File: src/rtl/core/tad_pkg.sv
package tad_pkg;

  localparam int BYTE_W  = 8;
  localparam int OFF_W   = 9;
  localparam int ID_W    = 24;
  localparam int SIZE_W  = 36;
  localparam int POS_W   = 37;
  localparam int TYPE_W  = 3;
  localparam int KIND_W  = 2;

  localparam logic [OFF_W-1:0] OFF_FIRST     = 9'd0;
  localparam logic [OFF_W-1:0] OFF_LAST      = 9'd511;
  localparam logic [OFF_W-1:0] OFF_MODE      = 9'd100;
  localparam logic [OFF_W-1:0] OFF_UID       = 9'd108;
  localparam logic [OFF_W-1:0] OFF_GID       = 9'd116;
  localparam logic [OFF_W-1:0] OFF_SIZE      = 9'd124;
  localparam logic [OFF_W-1:0] OFF_MTIME     = 9'd136;
  localparam logic [OFF_W-1:0] OFF_MTIME_END = 9'd148;
  localparam logic [OFF_W-1:0] OFF_TYPE      = 9'd156;

  localparam logic [BYTE_W-1:0] NUL_BYTE = 8'h00;
  localparam logic [TYPE_W-1:0] DIR_TYPE = 3'd5;

  typedef enum logic [1:0] {
    PH_HEADER  = 2'd0,
    PH_PAYLOAD = 2'd1,
    PH_PADDING = 2'd2,
    PH_ENDED   = 2'd3
  } phase_t;

  typedef enum logic [KIND_W-1:0] {
    KIND_ENTRY   = 2'd0,
    KIND_PAYLOAD = 2'd1,
    KIND_END     = 2'd2
  } kind_t;

  // control from the sequencer to the header field decoder
  typedef struct packed {
    logic              clear;
    logic              step;
    logic [OFF_W-1:0]  off;
    logic [BYTE_W-1:0] data;
  } hdr_ctl_t;

  typedef struct packed {
    logic [ID_W-1:0]   mode;
    logic [ID_W-1:0]   uid;
    logic [ID_W-1:0]   gid;
    logic [SIZE_W-1:0] size;
    logic [SIZE_W-1:0] mtime;
    logic [TYPE_W-1:0] ftype;
  } hdr_fields_t;

  // '0' .. '7'
  function automatic logic is_octal_digit(input logic [BYTE_W-1:0] b);
    return b[7:3] == 5'b00110;
  endfunction

endpackage

File: src/rtl/core/tad_in_if.sv
interface tad_in_if;
  logic                       valid;
  logic                       ready;
  logic [tad_pkg::BYTE_W-1:0] archive_byte;
  logic                       archive_end;

  modport source (output valid, output archive_byte, output archive_end, input ready);
  modport sink (input valid, input archive_byte, input archive_end, output ready);
endinterface

File: src/rtl/core/tad_out_if.sv
interface tad_out_if;
  logic                       valid;
  logic                       ready;
  logic [tad_pkg::KIND_W-1:0] kind;
  logic                       is_directory;
  logic [tad_pkg::ID_W-1:0]   permissions;
  logic [tad_pkg::ID_W-1:0]   owner_id;
  logic [tad_pkg::ID_W-1:0]   group_id;
  logic [tad_pkg::SIZE_W-1:0] file_size;
  logic [tad_pkg::SIZE_W-1:0] modify_time;
  logic [tad_pkg::BYTE_W-1:0] payload_byte;
  logic                       payload_last;

  modport source (output valid, output kind, output is_directory, output permissions,
                  output owner_id, output group_id, output file_size, output modify_time,
                  output payload_byte, output payload_last, input ready);
  modport sink (input valid, input kind, input is_directory, input permissions,
                input owner_id, input group_id, input file_size, input modify_time,
                input payload_byte, input payload_last, output ready);
endinterface

File: src/rtl/core/tad_header_decoder.sv
module tad_header_decoder (
  input  logic                 clk,
  input  logic                 rst,
  input  tad_pkg::hdr_ctl_t    ctl,
  output tad_pkg::hdr_fields_t fields
);
  import tad_pkg::*;

  hdr_fields_t acc, acc_next;
  logic        field_stopped, field_stopped_next;

  logic in_mode, in_uid, in_gid, in_size, in_mtime, in_type, in_field;
  logic at_start, stopped_eff, is_nul, take, digit;

  always_comb begin
    in_mode  = ctl.off >= OFF_MODE  && ctl.off < OFF_UID;
    in_uid   = ctl.off >= OFF_UID   && ctl.off < OFF_GID;
    in_gid   = ctl.off >= OFF_GID   && ctl.off < OFF_SIZE;
    in_size  = ctl.off >= OFF_SIZE  && ctl.off < OFF_MTIME;
    in_mtime = ctl.off >= OFF_MTIME && ctl.off < OFF_MTIME_END;
    in_type  = ctl.off == OFF_TYPE;
    in_field = in_mode | in_uid | in_gid | in_size | in_mtime | in_type;
    at_start = ctl.off == OFF_MODE || ctl.off == OFF_UID || ctl.off == OFF_GID ||
               ctl.off == OFF_SIZE || ctl.off == OFF_MTIME || ctl.off == OFF_TYPE;
    stopped_eff = field_stopped & ~at_start;
    is_nul      = ctl.data == NUL_BYTE;
    digit       = is_octal_digit(ctl.data);
    take        = ctl.step & in_field & ~stopped_eff & ~is_nul;

    acc_next           = acc;
    field_stopped_next = field_stopped;
    if (ctl.clear) begin
      acc_next           = '0;
      field_stopped_next = 1'b0;
    end else begin
      if (ctl.step && in_field) field_stopped_next = stopped_eff | is_nul;
      if (take) begin
        // a non-digit restarts the run, so only trailing digits count
        if (in_mode)  acc_next.mode  = digit ? {acc.mode[ID_W-4:0], ctl.data[2:0]} : '0;
        if (in_uid)   acc_next.uid   = digit ? {acc.uid[ID_W-4:0], ctl.data[2:0]} : '0;
        if (in_gid)   acc_next.gid   = digit ? {acc.gid[ID_W-4:0], ctl.data[2:0]} : '0;
        if (in_size)  acc_next.size  = digit ? {acc.size[SIZE_W-4:0], ctl.data[2:0]} : '0;
        if (in_mtime) acc_next.mtime = digit ? {acc.mtime[SIZE_W-4:0], ctl.data[2:0]} : '0;
        if (in_type)  acc_next.ftype = digit ? ctl.data[2:0] : '0;
      end
    end
  end

  always_ff @(posedge clk) begin
    if (rst) begin
      acc           <= '0;
      field_stopped <= 1'b0;
    end else begin
      acc           <= acc_next;
      field_stopped <= field_stopped_next;
    end
  end

  assign fields = acc;

endmodule

File: src/rtl/core/tar_archive_deframer.sv
// Tar archive deframer.
// archive: one raw archive byte per item, archive_end set on the final byte.
// record:  entry records (kind 0) after each 512-byte header, payload bytes
//          (kind 1, payload_last on the entry's last content byte) and one
//          end-of-archive record (kind 2) for a header that opens with NUL.
//          Padding bytes and bytes after the end record give no item.
// Throughput: one archive byte per cycle, sustained while record.ready is
// high or the output register is free. The byte goes into an input
// register; from there the field decoder and the phase/position counters
// act on it and any record lands in the output register, where it stays
// valid until taken. The critical path is the 37-bit position increment
// and compare against size and padded size.
// When record.ready is low the output register holds its record; the input
// register still takes one more byte, then archive.ready drops until the
// record is taken. Bytes that make no record pass even while stalled only
// if the output register is free.
// Reset (rst, synchronous) empties both registers and returns to the header
// phase at offset 0; an item with archive_end returns to the header phase at offset 0 after its byte.
module tar_archive_deframer (
  input logic      clk,
  input logic      rst,
  tad_in_if.sink   archive,
  tad_out_if.source record
);
  import tad_pkg::*;

  logic              s1_valid;
  logic [BYTE_W-1:0] s1_byte;
  logic              s1_end;
  logic              fire;

  phase_t            phase, phase_next;
  logic [OFF_W-1:0]  block_offset, block_offset_next;
  logic [POS_W-1:0]  data_position, data_position_next;
  logic [POS_W-1:0]  padded_length, padded_length_next;

  hdr_ctl_t    hctl;
  hdr_fields_t hf;

  logic              out_valid;
  logic [KIND_W-1:0] out_kind, out_kind_next;
  logic              out_dir, out_dir_next;
  logic [ID_W-1:0]   out_mode, out_mode_next, out_uid, out_uid_next, out_gid, out_gid_next;
  logic [SIZE_W-1:0] out_size, out_size_next, out_mtime, out_mtime_next;
  logic [BYTE_W-1:0] out_byte, out_byte_next;
  logic              out_last, out_last_next;
  logic              emit;

  logic [POS_W-1:0]  pos_inc, size_ext, pad_sum;

  assign fire          = s1_valid && (!out_valid || record.ready);
  assign archive.ready = !s1_valid || fire;

  always_ff @(posedge clk) begin
    if (rst) begin
      s1_valid <= 1'b0;
    end else if (archive.ready) begin
      s1_valid <= archive.valid;
    end
    if (archive.ready && archive.valid) begin
      s1_byte <= archive.archive_byte;
      s1_end  <= archive.archive_end;
    end
  end

  always_comb begin
    hctl.clear = fire && (s1_end || (phase == PH_HEADER && block_offset == OFF_FIRST));
    hctl.step  = fire && phase == PH_HEADER && block_offset != OFF_FIRST;
    hctl.off   = block_offset;
    hctl.data  = s1_byte;
  end

  tad_header_decoder u_hdr (
    .clk    (clk),
    .rst    (rst),
    .ctl    (hctl),
    .fields (hf)
  );

  always_comb begin
    pos_inc  = data_position + POS_W'(1);
    size_ext = {1'b0, hf.size};
    pad_sum  = size_ext + POS_W'(OFF_LAST);

    phase_next         = phase;
    block_offset_next  = block_offset;
    data_position_next = data_position;
    padded_length_next = padded_length;
    emit           = 1'b0;
    out_kind_next  = KIND_ENTRY;
    out_dir_next   = 1'b0;
    out_mode_next  = '0;
    out_uid_next   = '0;
    out_gid_next   = '0;
    out_size_next  = '0;
    out_mtime_next = '0;
    out_byte_next  = '0;
    out_last_next  = 1'b0;

    case (phase)
      PH_HEADER: begin
        if (block_offset == OFF_FIRST && s1_byte == NUL_BYTE) begin
          emit              = 1'b1;
          out_kind_next     = KIND_END;
          phase_next        = PH_ENDED;
          block_offset_next = '0;
        end else if (block_offset == OFF_LAST) begin
          emit               = 1'b1;
          out_kind_next      = KIND_ENTRY;
          out_dir_next       = hf.ftype == DIR_TYPE;
          out_mode_next      = hf.mode;
          out_uid_next       = hf.uid;
          out_gid_next       = hf.gid;
          out_size_next      = hf.size;
          out_mtime_next     = hf.mtime;
          block_offset_next  = '0;
          data_position_next = '0;
          padded_length_next = {pad_sum[POS_W-1:OFF_W], {OFF_W{1'b0}}};
          phase_next         = (hf.size == '0) ? PH_HEADER : PH_PAYLOAD;
        end else begin
          block_offset_next = block_offset + OFF_W'(1);
        end
      end
      PH_PAYLOAD: begin
        data_position_next = pos_inc;
        emit          = 1'b1;
        out_kind_next = KIND_PAYLOAD;
        out_byte_next = s1_byte;
        if (pos_inc >= size_ext) begin
          out_last_next = 1'b1;
          phase_next    = (pos_inc >= padded_length) ? PH_HEADER : PH_PADDING;
        end
      end
      PH_PADDING: begin
        data_position_next = pos_inc;
        if (pos_inc >= padded_length) phase_next = PH_HEADER;
      end
      default: begin
        // ended: bytes are dropped until archive_end
      end
    endcase

    if (s1_end) begin
      phase_next         = PH_HEADER;
      block_offset_next  = '0;
      data_position_next = '0;
      padded_length_next = '0;
    end
  end

  always_ff @(posedge clk) begin
    if (rst) begin
      phase         <= PH_HEADER;
      block_offset  <= '0;
      data_position <= '0;
      padded_length <= '0;
      out_valid     <= 1'b0;
    end else begin
      if (fire) begin
        phase         <= phase_next;
        block_offset  <= block_offset_next;
        data_position <= data_position_next;
        padded_length <= padded_length_next;
        out_valid     <= emit;
      end else if (record.ready) begin
        out_valid <= 1'b0;
      end
    end
    if (fire && emit) begin
      out_kind  <= out_kind_next;
      out_dir   <= out_dir_next;
      out_mode  <= out_mode_next;
      out_uid   <= out_uid_next;
      out_gid   <= out_gid_next;
      out_size  <= out_size_next;
      out_mtime <= out_mtime_next;
      out_byte  <= out_byte_next;
      out_last  <= out_last_next;
    end
  end

  assign record.valid        = out_valid;
  assign record.kind         = out_kind;
  assign record.is_directory = out_dir;
  assign record.permissions  = out_mode;
  assign record.owner_id     = out_uid;
  assign record.group_id     = out_gid;
  assign record.file_size    = out_size;
  assign record.modify_time  = out_mtime;
  assign record.payload_byte = out_byte;
  assign record.payload_last = out_last;

  // payload phase always has content left to pass
  a_payload_pos: assert property (@(posedge clk) disable iff (rst)
    phase == PH_PAYLOAD |-> data_position < {1'b0, hf.size})
    else $error("payload phase with no content left");

  a_end_restart: assert property (@(posedge clk) disable iff (rst)
    fire && s1_end |=> phase == PH_HEADER && block_offset == '0 && data_position == '0)
    else $error("archive_end did not restart the parser");

  a_ended_offset: assert property (@(posedge clk) disable iff (rst)
    phase == PH_ENDED |-> block_offset == '0)
    else $error("block offset moved after end of archive");

  a_last_kind: assert property (@(posedge clk) disable iff (rst)
    out_valid && out_last |-> out_kind == KIND_PAYLOAD)
    else $error("last flag on a non-payload record");

endmodule
File: src/flat_wrapper.sv
// flat-port wrapper written by rule: the top's interface ports become plain ports
module tar_archive_deframer_flat import tad_pkg::*;
  (clk, rst, archive_valid, archive_archive_byte, archive_archive_end, archive_ready, record_valid, record_kind, record_is_directory, record_permissions, record_owner_id, record_group_id, record_file_size, record_modify_time, record_payload_byte, record_payload_last, record_ready);
  tad_in_if archive_i ();
  tad_out_if record_i ();
  input logic clk;
  input logic rst;
  input wire logic [$bits(archive_i.valid)-1:0] archive_valid;
  input wire logic [$bits(archive_i.archive_byte)-1:0] archive_archive_byte;
  input wire logic [$bits(archive_i.archive_end)-1:0] archive_archive_end;
  output wire logic [$bits(archive_i.ready)-1:0] archive_ready;
  output wire logic [$bits(record_i.valid)-1:0] record_valid;
  output wire logic [$bits(record_i.kind)-1:0] record_kind;
  output wire logic [$bits(record_i.is_directory)-1:0] record_is_directory;
  output wire logic [$bits(record_i.permissions)-1:0] record_permissions;
  output wire logic [$bits(record_i.owner_id)-1:0] record_owner_id;
  output wire logic [$bits(record_i.group_id)-1:0] record_group_id;
  output wire logic [$bits(record_i.file_size)-1:0] record_file_size;
  output wire logic [$bits(record_i.modify_time)-1:0] record_modify_time;
  output wire logic [$bits(record_i.payload_byte)-1:0] record_payload_byte;
  output wire logic [$bits(record_i.payload_last)-1:0] record_payload_last;
  input wire logic [$bits(record_i.ready)-1:0] record_ready;
  assign archive_i.valid = archive_valid;
  assign archive_i.archive_byte = archive_archive_byte;
  assign archive_i.archive_end = archive_archive_end;
  assign archive_ready = archive_i.ready;
  assign record_valid = record_i.valid;
  assign record_kind = record_i.kind;
  assign record_is_directory = record_i.is_directory;
  assign record_permissions = record_i.permissions;
  assign record_owner_id = record_i.owner_id;
  assign record_group_id = record_i.group_id;
  assign record_file_size = record_i.file_size;
  assign record_modify_time = record_i.modify_time;
  assign record_payload_byte = record_i.payload_byte;
  assign record_payload_last = record_i.payload_last;
  assign record_i.ready = record_ready;
  tar_archive_deframer u_core (.clk(clk), .rst(rst), .archive(archive_i), .record(record_i));
endmodule
File: config.mk
export PLATFORM = sky130hd
export DESIGN_NAME = tar_archive_deframer_flat
export DESIGN_NICKNAME = d
export VERILOG_FILES = /design/src/rtl/core/tad_pkg.sv /design/src/rtl/core/tad_in_if.sv /design/src/rtl/core/tad_out_if.sv /design/src/rtl/core/tad_header_decoder.sv /design/src/rtl/core/tar_archive_deframer.sv /design/src/flat_wrapper.sv
export SDC_FILE = /design/constraint.sdc
export NUM_CORES = 1
export LEC_CHECK = 0
export ABC_CLOCK_PERIOD_IN_PS = 5800
export BUFFER_PORTS_ARGS = -buffer_cell sky130_fd_sc_hd__buf_2
export CAP_MARGIN = 40
export CELL_PAD_IN_SITES_DETAIL_PLACEMENT = 2
export CELL_PAD_IN_SITES_GLOBAL_PLACEMENT = 2
export CORE_ASPECT_RATIO = 0.7
export CORE_MARGIN = 1.5
export CORE_UTILIZATION = 38
export DETAILED_ROUTE_END_ITERATION = 7
export GPL_ROUTABILITY_DRIVEN = 0
export HOLD_SLACK_MARGIN = 0.05
export PLACE_DENSITY_LB_ADDON = 0.1
export SLEW_MARGIN = 20
export SYNTH_ARGS = -nofsm -noshare
export SYNTH_HDL_FRONTEND = slang
export SYNTH_HIERARCHICAL = 1
export SYNTH_SLANG_ARGS = --single-unit
File: constraint.sdc
create_clock -name clk -period 5.8 [get_ports clk]
set_clock_uncertainty 0.2 [all_clocks]
set_input_delay 1.16 -clock clk [delete_from_list [all_inputs] [get_ports clk]]
set_output_delay 1.16 -clock clk [all_outputs]
set_load 0.01 [all_outputs]
# Word level (Yosys, flattened, before mapping)
# Cells that the tools add are included.
op_classes:
  magnitude_cmp: 12
  n_reduce_logical: 47
  n_eq_ne: 17
  bitwise_logic: 15
  add_sub_neg: 3
  mux: 34
ops:
  columns: ["op", "n"]
  rows:
  - ["$mux 37", 7]
  - ["$pmux 37 s2", 1]
  - ["$mux 24", 3]
  - ["$mux 36", 2]
  - ["$add 36x9->37 const B", 1]
  - ["$add 37x1->37 const B", 1]
  - ["$ge 37x36->1", 1]
  - ["$ge 37x37->1", 1]
  - ["$eq 9x7->1 const B", 4]
  - ["$ge 9x7->1 const B", 4]
  - ["$logic_not 36->1", 1]
  - ["$mux 9", 4]
  - ["$lt 9x7->1 const B", 3]
  - ["$eq 9x8->1 const B", 2]
  - ["$lt 9x8->1 const B", 2]
  - ["$logic_and 1x1->1", 14]
  - ["$mux 2", 7]
  - ["$reduce_and 2->1", 7]
  - ["$add 9x1->9 const B", 1]
  - ["$eq 9x9->1 const B", 1]
  - ["$ge 9x8->1 const B", 1]
  - ["$logic_not 9->1", 1]
  - ["$reduce_bool 9->1", 1]
  - ["$logic_not 8->1", 1]
  - ["26 further kinds", 57]
word_totals:
  reg_bits: 400
  input_bits: 13

# Logic depth before layout (Yosys ltp)
# Gate-level depths: netlist of run 1.
logic_depth:
  word_depth: 12
  depth_mapped: 18
  mapped_depth_nobuf: 16

# Modules after synthesis
# The synthesis of run 1 kept the hierarchy.
by_module_without_submodules:
  columns: ["mod", "cells_each", "area_each_um2", "instances"]
  rows:
  - ["tar_archive_deframer", 1125, 11964.0, 1]
  - ["tad_header_decoder", 688, 6229.7, 1]

# Worst setup path before layout of run 1
# No wires, ideal clock.
synth_path:
  path_type: "input -> register"
  from: "input record_ready"
  to: "register u_core.out_size[0], in the netlist u_core/record.file_size[0] (enable)"
  setup_slack_ns: 0.350
  path_buffers: 1
  stages: 5
  setup_time_ns: 0.508
  arrival_time_ns: 4.742
  path_cell_list: "nand2b_1 -> and2_1 -> clkbuf_1 -> o21ai_0 -> inv_1"
synth_between:
  elab_chain_len: 3
synth_lines:
  columns: ["element", "line_no", "source"]
  rows:
  - ["start, declared", "flat_wrapper.sv:22", "input wire logic [$bits(record_i.ready)-1:0] record_ready;"]
  - ["$logic_or 1x1->1", "tar_archive_deframer.sv:51", "assign fire = s1_valid && (!out_valid || record.ready);"]
  - ["$logic_and 1x1->1", "tar_archive_deframer.sv:51", null]
  - ["$logic_and 1x1->1", "tar_archive_deframer.sv:169", "if (fire && emit) begin"]
  - ["end signal, assigned", "tar_archive_deframer.sv:175", "out_size <= out_size_next;"]
  - ["end, declared", "tar_archive_deframer.sv:44", "logic [SIZE_W-1:0] out_size, out_size_next, out_mtime, out_mtime_next;"]
# No other way between the ends.
# A chain may end at the register's enable or synchronous reset.

# Worst setup path after layout of run 1
layout_path:
  from: "register u_core.data_position[0]"
  to: "register u_core.phase[1]"
layout_between:
  elab_chain_len: 6
  elab_cells_between_ends: 10
  classes_between: "add/sub (1); order compare (2); eq/ne (2); mux (4); reduce/logical (1)"
layout_lines:
  columns: ["element", "line_no", "source"]
  rows:
  - ["start, declared", "tar_archive_deframer.sv:34", "logic [POS_W-1:0] data_position, data_position_next;"]
  - ["start signal, assigned", "tar_archive_deframer.sv:162", "data_position <= data_position_next;"]
  - ["$add 37x1->37 (*)", "tar_archive_deframer.sv:81", "pos_inc = data_position + POS_W'(1);"]
  - ["$ge 37x37->1", "tar_archive_deframer.sv:131, tar_archive_deframer.sv:136", null]
  - ["$mux 2", "tar_archive_deframer.sv:131", "phase_next = (pos_inc >= padded_length) ? PH_HEADER : PH_PADDING;"]
  - ["$mux 2", "tar_archive_deframer.sv:129", "if (pos_inc >= size_ext) begin"]
  - ["$pmux 2 s3", "tar_archive_deframer.sv:100", "case (phase)"]
  - ["$mux 2", "tar_archive_deframer.sv:143", "if (s1_end) begin"]
  - ["end signal, assigned", "tar_archive_deframer.sv:160", "phase <= phase_next;"]
  - ["end, declared", "tar_archive_deframer.sv:32", "phase_t phase, phase_next;"]
# Every way passes the cells marked *; elsewhere a longest branch is shown, timed or not. The select of a mux whose other input is x is not followed.

==> flow_summary_export.csv, run 1 <==
group,metric,value,unit
status,status,"complete, no violations",
critical_path,reg2regPathDepth,15,
timing,hold_slack,256,ps
drt,antenna_left,0,
drt,routedWlPerCell,21.7,µm
yosys,synth-seq-area-share,0.521,
floorplan,dieHeight,186,µm
drt,viasPerCell,5.41,
drt,routed_wl,56.1,mm
worst_hold_path,min_from,"u_core/u_hdr/fields[98]",
drt,drtIter0Drc,842,
floorplan,die_w,265,µm
timing,max_freq,201,MHz
global_routing,antenna_found_initial,4,
finish,nets,2022,
critical_path,path_max_fanout,7,
cts,cts_tree,"done",
timing,slew_headroom,0.454,
global_routing,gr-total-overflow,0,
floorplan,pin_count,171,
cts,cts_hold_buf,0,
critical_path,critPathKind,"flop to flop",
cts,clkSlewWorstSetupHoldPaths,70,ps
drt,num_vias,13989,
timing,drv_slew,0,
finish,layout_common_cells,"dfxtp_1 (226), nand3_1 (193), nand2_1 (187), buf_2 (170), edfxtp_1 (165)",
critical_path,path_depth,15,
critical_path,worstReg2RegEnd,"u_core/phase[1]",
timing,fin_ws,821,ps
drt,first_pass_iters,4,
critical_path,crit_arrival,5270,ps
run,maxCapViolations,0,
critical_path,cp_slowest_cell,"nor3_1",
critical_path,cp_top_family,"simple AND/OR/NAND/NOR gates",
global_routing,grt_max_degree,138,
cts,cts_resized,0,
timing,worst_slew_pin_slew,819,ps
global_routing,grt_pass1_wl,87.7,mm
worst_hold_path,hp-class,"flop to flop",
place,port_buffers,170,
critical_path,cp-start-kind,"flop",
yosys,synth_edf_count,165,
finish,finish.utilization,0.447,
finish,drive_gt1_frac,0.146,
yosys,yosysUniqueCellTypes,71,
yosys,netlist_instances,1813,
timing,rsz0062_at_grt,"no",
floorplan,dieArea,0.0492,mm²
floorplan,coreArea,0.0468,mm²
yosys,synth_ff_type,"dfxtp_1",
power,irDropWorstVdd,0.182,mV
cts,postCtsSetupRepairBufs,0,
timing,period_needed,4980,ps
yosys,syn-num-nets,1898,
cts,cts_buffers,40,
cts,clock_path_buffers,3,
global_routing,grt_pass1_vias,15022,
global_routing,track_usage,0.227,
power,p_leak,0.00793,µW
cts,clk_latency,560,ps
place,post-place-ws,976,ps
cts,cts_sinks,391,
worst_hold_path,hold_depth,2,
timing,tns,0,ps
timing,setup_viol,0,
floorplan,floorplan.initialDensity,0.389,
finish,area_growth,15.0,%
cts,cts_root_buffer,"clkbuf_16",
timing,final-hold-violation-count,0,
critical_path,required,6090,ps
power,power,5510,µW
critical_path,reg2reg_from,"u_core/data_position[0]",
drt,drc,0,
critical_path,cp_cell_sequence,"ha_1, and4_1, nand4_4, nor3_1, and3_1, xor2_1, ha_1, nand4_1, nor3_1, a221oi_1, o21ai_0, o21a_1, or4_1, a2111o_1, nand3_1",
critical_path,critPathCaptureType,"flop",
yosys,yosys_warnings,6,
yosys,netlist_area,0.0182,mm²
floorplan,rows,66,
power,power_density,263,mW/mm²
critical_path,critPathMaxStageDelay,650,ps
finish,final_common_cell,"dfxtp_1",
worst_hold_path,worstHoldEndpoint,"u_core/u_hdr/fields[98]",
critical_path,r2r_slack,820,ps
critical_path,worst-path-buf-inv,0,
timing,fin_crit_sh,0.858,
yosys,synth.avg_cell_area,10.0,µm²
cts,cts-htree-levels,2,
place,dp_hpwl,38.5,mm
yosys,ys_ff_latch,391,
yosys,ys_async_sr_fraction,0,
-- logic make-up (layout without fill, tap and decap cells) --
kind of cell | count (synthesis) | in the layout | share of synthesized area
and+or+nand+nor | 769 | 769 | 0.218
DFF | 391 | 391 | 0.521
AOI/OAI and AO/OA | 206 | 206 | 0.0688
buffers and inverters | 192 | 347 | 0.0466
muxes | 121 | 121 | 0.0666
adders and majority gates | 72 | 72 | 0.0495
xor gates and xnor gates | 62 | 62 | 0.0298
other | 0 | 4 | 0
-- report_power, final --
group          switching, µW  internal [µW]  leakage [µW]
combinational           82.6           19.2       0.00365
sequential              7.19           2850       0.00365
clock                   1140           1410      0.000625
-- layer usage --
layer / track usage / wire [µm] / part of all wire / vias up
met2: 0.371 / 26000 / 0.46 / 203
li1: - / - / - / 6634
met5: 0 / 0 / 0 / -
met4: 0.0531 / 914 / 0.016 / 0
met3: 0.0302 / 1730 / 0.031 / 61
met1: 0.320 / 27400 / 0.49 / 7091
-- how the worst max path moves through the flow --
stage	startpoint	end	slack (ps)
4_1_cts	u_core/data_position[0]	u_core/phase[1]	870
3_3_place_gp	u_core/data_position[0]	u_core/phase[1]	1190
5_1_grt	u_core/data_position[0]	u_core/phase[1]	590
2_1_floorplan	record_ready	u_core/record.file_size[0]	350
3_5_place_dp	u_core/data_position[0]	u_core/phase[1]	980
6_report	u_core/data_position[0]	u_core/phase[1]	820
-- through the flow --
stage / instances / area [µm²]
after detailed placement: 2504 / 19600
after global routing: 2584 / 20900
after global placement: 2500 / 19500
final: 2584 / 20900
after floorplan: 1813 / 18200
after CTS: 2577 / 20900
-- registers in the layout, summed over array words and instances (netlist names), 8 cells and up --
signal,count
u_core/record.modify_time,36
u_core/record.owner_id,24
u_core/block_offset,9
u_core/u_hdr/fields,147
u_core/padded_length,28
u_core/s1_byte,8
u_core/record.permissions,24
u_core/record.payload_byte,8
u_core/record.file_size,36
u_core/data_position,37
u_core/record.group_id,24
-- worst min-delay path: stages (launching register included) --
cell     delay, ps
dfxtp_1        300
nand2_1         50
mux2i_1         50
-- Yosys cell counts (all sizes together) (3+ instances only) --
cell      n  area, µm²
nand3b    9       67.6
o21ai    78        394
dfxtp   226       4520
o31a      3       26.3
inv      74        278
and3     18        113
a211oi    4       30.0
or2       4       25.0
a22oi    24        180
edfxtp  165       4950
o211ai    6       45.0
nand2b    3       18.8
buf      36        252
nor3b     8       65.1
nor4     19        119
a31oi     4       31.3
xnor2    52        455
o21a      4       30.0
mux2i   121       1210
nor2b     4       25.0
nand2   187        702
nand3   193        966
or3       5       32.5
clkbuf   81        309
and4      9       83.8
nand4    26        199
a21oi    55        275
nor3     63        327
or4       3       22.5
and2    124        777
a311oi    4       41.3
nor2     88        330
nor4b     3       41.3
a21o      9       67.6
xor2     10       87.6
ha       72        901
-- final cells by class --
class	instances	area, µm²
clock inverter	15	97.6
tap	612	766
fill	4978	25900
multi-input combinational	1230	7930
clock buffer	58	1170
sequential	391	9480
antenna	4	10.0
timing repair buffer	200	1180
inverter	74	283
Power figures use the tool's default switching activity.
==> run 2: changes to the inputs <==
--- a/config.mk
+++ b/config.mk
@@ -5,6 +5,7 @@
 export SDC_FILE = /design/constraint.sdc
 export NUM_CORES = 1
 export LEC_CHECK = 0
+export ABC_AREA = 1
 export ABC_CLOCK_PERIOD_IN_PS = 5800
 export BUFFER_PORTS_ARGS = -buffer_cell sky130_fd_sc_hd__buf_2
 export CAP_MARGIN = 40
@@ -12,7 +13,7 @@
 export CELL_PAD_IN_SITES_GLOBAL_PLACEMENT = 2
 export CORE_ASPECT_RATIO = 0.7
 export CORE_MARGIN = 1.5
-export CORE_UTILIZATION = 38
+export CORE_UTILIZATION = 35
 export DETAILED_ROUTE_END_ITERATION = 7
 export GPL_ROUTABILITY_DRIVEN = 0
 export HOLD_SLACK_MARGIN = 0.05
==> flow_summary_export.csv, run 2 <==
group,metric,value,unit
cts,cts_resized,0,
yosys,syn-num-nets,2869,
global_routing,grt_max_degree,149,
critical_path,critPathKind,"flop to flop",
yosys,synth-seq-area-share,0.464,
finish,diodes,0,
critical_path,path_max_fanout,7,
floorplan,dieArea,0.0598,mm²
drt,drtIter0Drc,868,
cts,cts_buffers,43,
critical_path,reg2reg_from,"u_core/data_position[0]",
timing,slew_headroom,0.470,
cts,clk_latency,580,ps
yosys,yosys_warnings,6,
finish,fin_area,0.0236,mm²
yosys,ys_top_cells_by_count,"nand2_1 (684), inv_1 (567), nor2_1 (448)",
status,status,"complete, no violations",
power,power,5990,µW
critical_path,critPathMaxStageDelay,490,ps
timing,fin_crit_sh,0.758,
global_routing,antenna_found_initial,1,
floorplan,dieHeight,205,µm
drt,viasPerCell,4.99,
critical_path,cp_cell_sequence,"ha_1, nand3_2, inv_2, nand2_2, nor3_4, nand3_2, nor2_2, nand3_2, inv_2, nand2_1, xor2_1, inv_2, ha_1, a21oi_1, o21ai_0, a21oi_1, nand3_1, nor2_1, nand2_1, nand3_1, nand2_1, inv_1, nor2_1",
cts,cts_sinks,391,
yosys,ys_ff_latch,391,
power,power_density,254,mW/mm²
power,irDropWorstVdd,0.196,mV
worst_hold_path,hp-class,"flop to flop",
floorplan,die_w,292,µm
timing,drv_slew,0,
yosys,synth_top_cell_area_share,0.243,
yosys,ys_async_sr_fraction,0,
yosys,netlist_area,0.0204,mm²
place,port_buffers,170,
finish,area_growth,15.3,%
cts,clock_path_buffers,3,
drt,routed_wl,70.3,mm
place,postPlaceCellArea,0.0220,mm²
cts,cts_hold_buf,0,
floorplan,pin_count,171,
timing,tns,0,ps
drt,first_pass_iters,5,
finish,largest_reg_flops,147,
yosys,yosysUniqueCellTypes,52,
finish,nFillCells,6708,
cts,cts_root_buffer,"clkbuf_16",
global_routing,gr-total-overflow,0,
timing,final-hold-violation-count,0,
yosys,synth_area_leaders,"edfxtp_1 (24%), dfxtp_1 (22%), nand2_1 (13%)",
yosys,yosys.area.top_type,"edfxtp_1",
timing,worst_slew_pin_slew,795,ps
critical_path,crit_start,"u_core/data_position[0]",
cts,cts_tree,"done",
floorplan,coreArea,0.0572,mm²
floorplan,floorplan.initialDensity,0.357,
timing,rsz0062_at_grt,"no",
finish,finish.utilization,0.412,
finish,drive_gt1_frac,0.110,
drt,routedWlPerCell,19.0,µm
yosys,synth_ff_type,"dfxtp_1",
drt,antenna_left,0,
yosys,synth.avg_cell_area,7.34,µm²
place,dp_hpwl,50.4,mm
cts,cts-htree-levels,2,
worst_hold_path,min_from,"u_core/padded_length[36]",
power,p_leak,0.00927,µW
timing,max_freq,227,MHz
yosys,yosysMostFrequentCell,"nand2_1",
cts,clkSlewWorstSetupHoldPaths,70,ps
timing,period_needed,4400,ps
finish,layout_common_cells,"nand2_1 (684), inv_1 (567), nor2_1 (447), dfxtp_1 (226), buf_2 (170)",
timing,setup_viol,0,
global_routing,track_usage,0.236,
critical_path,crit_arrival,4680,ps
yosys,synth_edf_count,165,
drt,num_vias,18406,
global_routing,grt_pass1_wl,112,mm
cts,postCtsSetupRepairBufs,0,
floorplan,rows,73,
finish,final_common_cell,"nand2_1",
critical_path,cp-start-kind,"flop",
critical_path,cp_slowest_cell,"dfxtp_1",
drt,drc,0,
finish,nets,2993,
global_routing,grt_pass1_vias,20028,
run,maxCapViolations,0,
yosys,netlist_instances,2784,
critical_path,critPathCaptureType,"flop",
critical_path,required,6080,ps
run 2: cell types whose count changed in the layout (fill, tap and decap cells not counted), sizes merged, moves of 49 or more:
cell,before,now
nand2,187,690
mux2i,121,0
inv,75,579
nand3,193,68
nand4,26,156
nor2,88,460
o21ai,78,29
and2,124,2
run 2: critical path, delay by kind of cell, from the launching register on:
family | cells | cell delay, ps
AOI/OAI and AO/OA | 3 | 590
xor gates and xnor gates | 1 | 170
adders and majority gates | 2 | 550
buffers and inverters | 4 | 380
DFF | 1 | 490
and+or+nand+nor | 13 | 1910
run 2: per-stage QoR:
stage / std cells / hold slack, ps / worst slack [ps]
6_report: 3692 / 270 / 1400
5_1_grt: 3692 / 294 / 957
4_1_cts: 3690 / 275 / 1490
3_5_place_dp: 3611 / 267 / 1510
3_3_place_gp: 3605 / 260 / 1700
2_1_floorplan: 2784 / 245 / 1160
run 2: cell type report:
cell class	count	area, µm²	area share
sequential	391	9480	0.402
timing repair buffer	200	1220	0.0517
multi-input combinational	1687	8260	0.351
clock buffer	60	1240	0.0528
clock inverter	19	221	0.00940
inverter	585	2200	0.0933
tap	750	938	0.0398
run 2: final timing paths:
check	endpoint	slack (ps)	depth (start not counted)
setup / recovery	u_core/phase[1]	1400	23
hold / removal	u_core/padded_length[36]	270	2
setup reg to reg	u_core/phase[1]	1400	23
hold reg to reg	u_core/padded_length[36]	270	2
run 2: routing by layer:
metal,wire length (µm),track usage,up-vias
li1,-,-,8869
met1,34100,0.326,9202
met2,32500,0.396,267
met3,2650,0.0341,68
met4,972,0.0463,0
met5,0,0,-
run 2: where the power goes:
group	internal (µW)	switching, µW	leakage (µW)
Sequential	2880	14.1	0.00309
Combinational	56.2	142	0.00546
Clock	1690	1210	0.000719
Total	4620	1370	0.00927
run 2: kinds of logic (layout without fill, tap and decap cells):
group | Yosys count | in the layout | synth area share
compound gates | 155 | 155 | 0.0433
xor+xnor | 25 | 25 | 0.0111
fa+ha+maj | 72 | 72 | 0.0441
buf+inv | 706 | 864 | 0.134
flops | 391 | 391 | 0.464
simple gates | 1435 | 1435 | 0.304
==> run 3: changes to the inputs <==
--- a/config.mk
+++ b/config.mk
@@ -5,15 +5,15 @@
 export SDC_FILE = /design/constraint.sdc
 export NUM_CORES = 1
 export LEC_CHECK = 0
-export ABC_AREA = 1
-export ABC_CLOCK_PERIOD_IN_PS = 5800
+export ABC_AREA = 0
+export ABC_CLOCK_PERIOD_IN_PS = 4150
 export BUFFER_PORTS_ARGS = -buffer_cell sky130_fd_sc_hd__buf_2
 export CAP_MARGIN = 40
 export CELL_PAD_IN_SITES_DETAIL_PLACEMENT = 2
 export CELL_PAD_IN_SITES_GLOBAL_PLACEMENT = 2
 export CORE_ASPECT_RATIO = 0.7
 export CORE_MARGIN = 1.5
-export CORE_UTILIZATION = 35
+export CORE_UTILIZATION = 38
 export DETAILED_ROUTE_END_ITERATION = 7
 export GPL_ROUTABILITY_DRIVEN = 0
 export HOLD_SLACK_MARGIN = 0.05
==> constraint.sdc (replaced) <==
create_clock -name clk -period 4.15 [get_ports clk]
set_clock_uncertainty 0.2 [all_clocks]
set_input_delay 0.83 -clock clk [delete_from_list [all_inputs] [get_ports clk]]
set_output_delay 0.83 -clock clk [all_outputs]
set_load 0.01 [all_outputs]
==> flow_summary_export.csv, run 3 (synthesis results as in run 1) <==
group,metric,value,unit
status,status,"complete, no violations",
timing,period_needed,4020,ps
finish,largest_reg_flops,147,
critical_path,crit_start,"u_core/data_position[1]",
timing,tns,0,ps
global_routing,antenna_found_initial,5,
place,dp_hpwl,40.1,mm
finish,drive_gt1_frac,0.194,
floorplan,rows,66,
drt,routedWlPerCell,22.0,µm
critical_path,crit_top_cell,"nor3_2",
place,dp_cells,2563,
critical_path,cp_top_family,"simple AND/OR/NAND/NOR gates",
worst_hold_path,hp-class,"input pin to flop",
timing,fin_crit_sh,0.969,
cts,clock_path_buffers,3,
critical_path,worst-path-buf-inv,1,
cts,cts-htree-levels,2,
floorplan,die_w,265,µm
drt,viasPerCell,5.47,
power,irDropWorstVdd,0.268,mV
critical_path,cp_cell_sequence,"ha_4, and4_4, nand4_4, nor3_2, buf_4, and3_4, xor2_2, ha_1, nand4_1, nor3_2, a221oi_2, o21ai_1, o21a_1, or4_4, a2111o_1, nand3_1",
run,maxCapViolations,0,
worst_hold_path,min_from,"archive_archive_byte[5]",
timing,slew_headroom,0.479,
critical_path,cp_slowest_cell,"or4_4",
cts,cts_tree,"done",
drt,first_pass_iters,5,
critical_path,cp-start-kind,"flop",
timing,drv_slew,0,
timing,final-hold-violation-count,0,
power,power_density,364,mW/mm²
drt,antenna_left,0,
finish,nets,2090,
cts,clk_latency,560,ps
drt,routed_wl,58.5,mm
critical_path,critPathCaptureType,"flop",
cts,cts_root_buffer,"clkbuf_16",
cts,cts_sinks,391,
drt,drtIter0Drc,936,
timing,worst_slew_pin_slew,777,ps
timing,setup_viol,0,
critical_path,critPathKind,"flop to flop",
critical_path,reg2reg_from,"u_core/data_position[1]",
global_routing,gr-total-overflow,0,
global_routing,grt_pass1_vias,15486,
critical_path,required,4440,ps
drt,num_vias,14513,
cts,cts_buffers,41,
floorplan,dieHeight,186,µm
cts,clkSlewWorstSetupHoldPaths,60,ps
finish,area_growth,19.9,%
global_routing,grt_max_degree,147,
critical_path,worstReg2RegEnd,"u_core/phase[1]",
critical_path,reg2regPathDepth,16,
floorplan,coreArea,0.0468,mm²
global_routing,track_usage,0.236,
finish,nFillCells,4908,
finish,multiInputGateArea,0.00817,mm²
global_routing,grt_pass1_wl,90.6,mm
finish,stdcell_count,2653,
timing,max_freq,249,MHz
floorplan,pin_count,171,
power,p_leak,0.00840,µW
power,power,7940,µW
worst_hold_path,hold_depth,1,
floorplan,dieArea,0.0492,mm²
critical_path,critPathMaxStageDelay,430,ps
finish,seqCellArea,0.00950,mm²
place,port_buffers,170,
worst_hold_path,worstHoldEndpoint,"u_core/s1_byte[5]",
critical_path,r2r_slack,130,ps
finish,final_common_cell,"dfxtp_1",
critical_path,crit_arrival,4310,ps
finish,layout_common_cells,"dfxtp_1 (219), nand3_1 (191), nand2_1 (186), buf_2 (170), edfxtp_1 (165)",
drt,drc,0,
critical_path,path_max_fanout,5,
floorplan,floorplan.initialDensity,0.389,
[run 3: cell type report]
cell class	instances	share of cell area
Tap cell	612	0.0351
Clock inverter	9	0.00677
Multi-Input combinational cell	1230	0.374
Clock buffer	67	0.0566
Antenna cell	3	0.000344
Inverter	74	0.0129
Timing Repair Buffer	267	0.0786
Sequential cell	391	0.435
[run 3: what timing repair did]
action / in CTS / in global routing
setup buffers: 3 / 6
endpoints found under the setup margin: 3 / 2
pin swaps: 3 / 18
hold buffers: 0 / 0
resized for setup: 15 / 33
[run 3: routing by layer]
layer | track usage | share of wire | vias to the layer above
li1 | - | - | 6777
met1 | 0.326 | 0.47 | 7406
met2 | 0.393 | 0.47 | 252
met3 | 0.0278 | 0.035 | 78
met4 | 0.0589 | 0.020 | 0
met5 | 0 | 0 | -
[run 3: worst max-delay path by stage]
| stage | to | slack, ps | depth (start not counted) |
|---|---|---|---|
| finish | u_core/phase[1] | 130 | 16 |
| floorplan | u_core/record.file_size[0] | -320 | 8 |
| detailed placement | u_core/phase[1] | -330 | 17 |
| global route | u_core/phase[1] | -50 | 16 |
| CTS | u_core/phase[1] | 8 | 15 |
| global placement | u_core/phase[1] | -150 | 17 |
[run 3: power breakdown]
part	leakage (µW)	internal [µW]	switching, µW
Combinational	0.00407	24.2	116
Sequential	0.00366	3980	10.0
Clock	0.000668	2230	1580
Total	0.00840	6230	1700
[run 3: stage by stage]
step / utilization / setup WS, ps / cell area [µm²] / hold WS (ps)
floorplan: - / -323 / 18300 / 225
global placement: 0.430 / -153 / 20100 / 242
detailed placement: 0.430 / -332 / 20100 / 254
CTS: 0.461 / 7.73 / 21600 / 224
global route: 0.466 / -49.6 / 21800 / 233
finish: 0.466 / 129 / 21800 / 249
